### src/rtl/core/gvf_pkg.sv
// ----------------------------------------------------------------------------
// gvf_pkg
// shared widths, constants and a magnitude helper of the volatility filter
// ----------------------------------------------------------------------------
`default_nettype none

package gvf_pkg;

   localparam int DATA_W = 48;
   localparam int COEF_W = 32;
   localparam int VAR_FRAC = 44;
   localparam int COEF_FRAC = 28;
   localparam int MUL_W = 64;
   localparam int CSR_IDX_W = 3;

   // variance constants in q4.44
   localparam logic [DATA_W-1:0] K_1E12 = 48'd18;
   localparam logic [DATA_W-1:0] K_1E6 = 48'd17592186;
   localparam logic [DATA_W-1:0] K_1E8 = 48'd175922;
   localparam logic [DATA_W-1:0] VAR_MAX = {DATA_W{1'b1}};

   // model codes
   localparam logic [2:0] MODE_GARCH = 3'd0;
   localparam logic [2:0] MODE_GJR = 3'd1;
   localparam logic [2:0] MODE_NAGARCH = 3'd2;
   localparam logic [2:0] MODE_SHIFTED = 3'd3;
   localparam logic [2:0] MODE_IGARCH = 3'd4;
   localparam logic [2:0] MODE_CONST = 3'd5;

   // register indexes
   localparam logic [CSR_IDX_W-1:0] REG_MODE = 3'd0;
   localparam logic [CSR_IDX_W-1:0] REG_OMEGA = 3'd1;
   localparam logic [CSR_IDX_W-1:0] REG_ALPHA = 3'd2;
   localparam logic [CSR_IDX_W-1:0] REG_BETA = 3'd3;
   localparam logic [CSR_IDX_W-1:0] REG_GAMMA = 3'd4;
   localparam logic [CSR_IDX_W-1:0] REG_MEAN = 3'd5;
   localparam logic [CSR_IDX_W-1:0] REG_SHIFT = 3'd6;
   localparam logic [CSR_IDX_W-1:0] REG_START = 3'd7;

   // magnitude of a signed word
   function automatic logic [MUL_W-1:0] mag64(input logic signed [MUL_W-1:0] x);
      mag64 = x[MUL_W-1] ? MUL_W'(-x) : MUL_W'(x);
   endfunction

endpackage

`default_nettype wire

### src/rtl/core/gvf_mul.sv
// ----------------------------------------------------------------------------
// gvf_mul
// 64x64 unsigned multiplier, 16 bits of b per cycle, four steps
// ----------------------------------------------------------------------------
`default_nettype none

module gvf_mul import gvf_pkg::*; (
   input  wire logic               clock,
   input  wire logic               reset,
   input  wire logic               start,
   input  wire logic [MUL_W-1:0]   a_in,
   input  wire logic [MUL_W-1:0]   b_in,
   output logic                    done,
   output logic [2*MUL_W-1:0]      prod
);

   logic [MUL_W-1:0] a_ff, b_ff, b_in_nx, a_in_nx;
   logic [MUL_W-1:0] hi_ff, hi_in, lo_ff, lo_in;
   logic [1:0] cnt_ff, cnt_in;
   logic busy_ff, busy_in, done_ff, done_in;
   logic [MUL_W+15:0] step_sum;

   // one partial product per cycle, accumulator shifts right
   always_comb begin
      step_sum = {16'b0, hi_ff} + (a_ff * b_ff[15:0]);
      a_in_nx = a_ff;
      b_in_nx = b_ff;
      hi_in = hi_ff;
      lo_in = lo_ff;
      cnt_in = cnt_ff;
      busy_in = busy_ff;
      done_in = 1'b0;
      if (start) begin
         a_in_nx = a_in;
         b_in_nx = b_in;
         hi_in = '0;
         lo_in = '0;
         cnt_in = '0;
         busy_in = 1'b1;
      end else if (busy_ff) begin
         hi_in = step_sum[MUL_W+15:16];
         lo_in = {step_sum[15:0], lo_ff[MUL_W-1:16]};
         b_in_nx = {16'b0, b_ff[MUL_W-1:16]};
         cnt_in = cnt_ff + 2'd1;
         if (cnt_ff == 2'd3) begin
            busy_in = 1'b0;
            done_in = 1'b1;
         end
      end
   end

   always_ff @(posedge clock) begin
      a_ff <= a_in_nx;
      b_ff <= b_in_nx;
      hi_ff <= hi_in;
      lo_ff <= lo_in;
      cnt_ff <= cnt_in;
      if (reset) begin
         busy_ff <= 1'b0;
         done_ff <= 1'b0;
      end else begin
         busy_ff <= busy_in;
         done_ff <= done_in;
      end
   end

   assign done = done_ff;
   assign prod = {hi_ff, lo_ff};

endmodule

`default_nettype wire

### config.mk
export PLATFORM = sky130hd
export DESIGN_NAME = gvf_mul
export DESIGN_NICKNAME = d
export VERILOG_FILES = /design/src/rtl/core/gvf_pkg.sv /design/src/rtl/core/gvf_mul.sv
export SDC_FILE = /design/constraint.sdc
export NUM_CORES = 2
export LEC_CHECK = 0
export BUFFER_PORTS_ARGS = -buffer_cell sky130_fd_sc_hd__buf_2
export CAP_MARGIN = 0
export CORE_MARGIN = 3
export CORE_UTILIZATION = 60
export CTS_CLUSTER_DIAMETER = 120
export DETAILED_ROUTE_END_ITERATION = 12
export PLACE_DENSITY = 0.87
export SLEW_MARGIN = 20
export SYNTH_ARGS = -nofsm -noshare
export SYNTH_HDL_FRONTEND = slang
export SYNTH_SLANG_ARGS = --single-unit
### constraint.sdc
create_clock -name clock -period 10.6 [get_ports clock]
set_input_delay 1.06 -clock clock [delete_from_list [all_inputs] [get_ports clock]]
set_output_delay 1.06 -clock clock [all_outputs]
set_load 0.01 [all_outputs]
**After elaboration in Yosys (flattened, before gate mapping)**

Cells that the tools add are included.

- Input bits: 131
- Flip-flop bits (word level): 260

- Muxes and demuxes: 6
- Multiply operators: 1
- Equality and inequality tests: 1
- Bitwise logic cells: 1
- Reductions and logical operators: 2
- Add/subtract/negate cells: 2

Operators by type and width:

| operator | count |
|---|---|
| $mux 64 | 2 |
| $add 64x80->80 | 1 |
| $mul 64x16->80 | 1 |
| $mux 1 | 4 |
| $reduce_or 3->1 | 1 |
| $add 2x1->2 const B | 1 |
| $eq 2x2->1 const B | 1 |
| $reduce_bool 2->1 | 1 |
| $not 1->1 | 1 |

**Longest topological paths before layout**

- Depth after elaboration: 4
- Depth in mapped cells: 27

**Worst setup path before layout**

No wires, ideal clock.

- Path type: register to register
- From: register b_ff[1]
- To: register hi_ff[62]
- Data required time: 10480 ps
- Path buffers: 3
- Stages on the path, launching flop included: 27
- Data arrival time: 6298 ps
- Slack: 4183 ps
- Setup time: 120 ps
- Cell sequence: edfxtp_1 -> clkbuf_1 -> clkbuf_1 -> nand2_1 -> fa_1 -> inv_1 -> fa_1 -> inv_1 -> fa_1 -> inv_1 -> fa_1 -> fa_1 -> inv_1 -> fa_1 -> inv_1 -> ha_1 -> buf_2 -> a21o_1 -> a21oi_1 -> o21bai_1 -> a221o_1 -> a21o_1 -> a41o_4 -> a31oi_4 -> o31ai_4 -> and3_1 -> a211o_1

- Longest elaborated chain between the ends: 2

RTL lines:

| element | line | text |
|---|---|---|
| start: declaration | gvf_mul.sv:17 | `logic [MUL_W-1:0] a_ff, b_ff, b_in_nx, a_in_nx;` |
| start signal: assignment | gvf_mul.sv:54 | `b_ff <= b_in_nx;` |
| $mul 64x16->80 | gvf_mul.sv:25 | `step_sum = {16'b0, hi_ff} + (a_ff * b_ff[15:0]);` |
| $add 64x80->80 | gvf_mul.sv:25 |  |
| end signal: assignment | gvf_mul.sv:55 | `hi_ff <= hi_in;` |
| end: declaration | gvf_mul.sv:18 | `logic [MUL_W-1:0] hi_ff, hi_in, lo_ff, lo_in;` |

Every way passes these cells.
A chain may end at the register's enable or synchronous reset.

**Worst setup path after layout**

- From: register b_ff[10]
- To: register hi_ff[41]

The elaborated chain is that of the path after synthesis.

==> results.md <==
- Clock-pin slew on the worst setup and hold paths: 0.06 ns
- Syn_area_per_cell: 9.30 um2
- CP Class: reg -> reg
- Total routed wirelength: roughly 120000 um
- CTS tree: built
- Outcome: finished, final reports clean
- Rel. slew slack: approximately a fifth
- Hold worst-path end: lo_ff[10]
- Effective utilization at floorplan: about three fifths
- First-pass GRT wire length: 193000 um
- Worst EP required: 11.05 ns
- Ys flop type: dfxtp_1
- Die Y: about 270 um
- Via density: between 5 and 6
- Mapped Area: ~43000 um2
- Final setup vio count: 0
- DRT Pass-1 Iters: 5
- DR top layer: met5
- # clock sinks: 260
- Clock tree buffer depth: 3
- Synthesis-to-finish area growth: 6.91%
- Worst R2R End: hi_ff[41]
- Clock latency on the worst-skew pair: 0.59 ns
- Data arrival, critical path: 8.36 ns
- FF+latch count, synth: 260
- Async SR Flop Fraction: 0%
- Syn. warnings: 0
- Share of cells above drive strength 1: 9.07%
- Vias in the first global route: 36000
- Layout Skew: 0.0324 ns
- Rows: between 90 and 100
- Max-cap violations: 0
- Die area: about 75000 um2
- CTS H-tree depth: 2
- Critical Path End Type: register
- Distinct cells, synth: between 80 and 90
- DP HPWL: 90300 um
- Wl on met1: 42100 um
- DR iter-0 viols: approximately 2700
- GR Overflow Total: 0
- R2r worst-path depth: 22
- GP Congestion: 0.967
- Root buf cell: clkbuf_16
- TNS Setup: 0 ns
- Worst reg2reg startpoint: b_ff[10]
- Worst Hold Class: reg -> reg
- Synthesized instance count: 4603
- Core Area: 70400 um2
- EDFF count, synth: 128
- Fillers: 5336
- Worst-margin pin slew: about 1.2 ns
- Total CTS buffers: 35
- Worst Setup Start Kind: register
- # port buffers: roughly 260
- Post-CTS setup buffer count: 0
- Worst hold stages: 2
- Met2 Wirelength: 56200 um
- Final Max Slew Viols: 0
- Post-route clock period utilization: 74.6%
- Resized Gates After CTS: 0
- Die Width: 273 um
- Sequential area share after synthesis: between 15 and 20%
- Most frequent cells in the layout: inv_1, fa_1, nand2_1
- Initial antenna violation count: 5
- Remaining DRCs: 0
- CTS hold repair buffers: 0
- WL per Instance: 21.1 um
- Worst reg2reg setup slack: 2.69 ns
- WL met3: approximately 14000 um
- CP Max Fanout: 31
- Total number of vias: ~33000
- NumNets Final: 5898
- Fmax: about 0.13 GHz
- Largest net degree at the start of global routing: 158
- Hold Startpoint: lo_ff[10]
- Syn_nets: 5819
- # IOs: 260
- Antenna viol nets, final: 0
- Commonest non-fill, non-tap cell in the layout: inv_1
- Hold Fails Final Rpt: 0
- Global-route total usage across every layer: 33.3%
- Min Tclk post-route: ~7.9 ns
- Unrepaired setup endpoints after global routing: false
[cell families (layout without fill, tap and decap cells)]
logic type / count (synthesis) / count (layout) / share of synthesized area (%)
buffers and inverters: 1370 / 1476 / 12.1
and+or+nand+nor: 1353 / 1353 / 14.8
adders and majority gates: 1085 / 1085 / 48.0
AOI/OAI and AO/OA: 326 / 326 / 5.17
DFF: 260 / 260 / 15.1
muxes: 135 / 135 / 3.30
xor gates and xnor gates: 74 / 74 / 1.51
other: 0 / 5 / 0
[worst max path at each step]
| stage | from | end |
|---|---|---|
| after detailed placement | b_ff[10] | hi_ff[41] |
| after global placement | b_ff[10] | hi_ff[37] |
| after floorplan | b_ff[1] | hi_ff[62] |
| after CTS | b_ff[10] | hi_ff[41] |
| final | b_ff[10] | hi_ff[41] |
| after global routing | b_ff[10] | hi_ff[41] |
[sequential cells by signal, indices dropped and copies added (netlist names)]
signal,count
a_ff,64
b_ff,64
busy_ff,1
cnt_ff,2
done,1
hi_ff,64
lo_ff,64
[critical path, stage by stage (launching register included)]
cell,delay (ns)
edfxtp_1,1.13
buf_4,0.56
nand2_1,0.16
fa_1,0.58
inv_1,0.06
fa_1,0.55
fa_1,0.43
fa_1,0.49
fa_1,0.50
inv_1,0.05
fa_1,0.48
inv_1,0.05
ha_1,0.39
a21oi_1,0.20
o21ai_0,0.14
a221oi_1,0.32
o21ai_0,0.15
a21boi_0,0.38
nand3_1,0.27
a31oi_1,0.44
o21ai_1,0.13
xnor2_1,0.20
o22ai_1,0.09
[Yosys cell counts (all sizes together), types with 3 or more instances]
| cell | n | area, um2 |
|---|---|---|
| a211o | 6 | 52.6 |
| a211oi | 4 | 30.0 |
| a21boi | 5 | 41.3 |
| a21o | 39 | 294 |
| a21oi | 103 | 527 |
| a221oi | 4 | 41.3 |
| a31oi | 7 | 58.8 |
| and2 | 401 | 2510 |
| and3 | 9 | 56.3 |
| buf | 28 | 153 |
| clkbuf | 220 | 830 |
| dfxtp | 132 | 2640 |
| edfxtp | 128 | 3840 |
| fa | 930 | 18600 |
| ha | 155 | 1940 |
| inv | 1122 | 4210 |
| mux2 | 48 | 541 |
| mux2i | 87 | 871 |
| nand2 | 714 | 2680 |
| nand2b | 6 | 37.5 |
| nand3 | 25 | 135 |
| nand4 | 25 | 156 |
| nor2 | 139 | 524 |
| nor2b | 9 | 56.3 |
| nor3 | 13 | 70.1 |
| o211ai | 8 | 65.1 |
| o21a | 10 | 75.1 |
| o21ai | 52 | 268 |
| o21bai | 19 | 143 |
| o22ai | 35 | 231 |
| o31ai | 8 | 98.8 |
| o32ai | 3 | 33.8 |
| xnor2 | 42 | 368 |
| xor2 | 32 | 280 |
[routing by layer]
metal / vias up / GRT usage [%]
li1: 13700 / -
met1: 16300 / 41.4
met2: 2089 / 53.7
met3: 517 / 9.19
met4: 2 / 16.7
met5: - / 0
[metrics by stage]
stage | utilization, % | hold WS, ns | instance area, um2 | setup slack, ns | cells
2_1_floorplan | - | 0.465 | 42800 | 4.18 | 4603
4_1_cts | 65.0 | 0.490 | 45800 | 2.87 | 5648
3_5_place_dp | 63.3 | 0.475 | 44600 | 2.93 | 5584
3_3_place_gp | 63.3 | 0.468 | 44600 | 3.04 | 5584
6_report | 65.0 | 0.487 | 45800 | 2.69 | 5654
5_1_grt | 65.0 | 0.522 | 45800 | 2.37 | 5651
[layout make-up]
cell class                      instances  area, um2  share of cell area, %
Multi-Input combinational cell       2973      31100                   68.0
Sequential cell                       260       6490                   14.2
Inverter                             1122       4210                   9.20
Timing Repair Buffer                  290       1560                   3.40
Tap cell                              940       1180                   2.57
Clock buffer                           49       1000                   2.19
Clock inverter                         15        185                  0.404
Antenna cell                            5       12.5                 0.0273
Power is left out: the tool's default activity adds up to more than one toggle a clock period on the data nets, which glitch-free logic cannot reach.
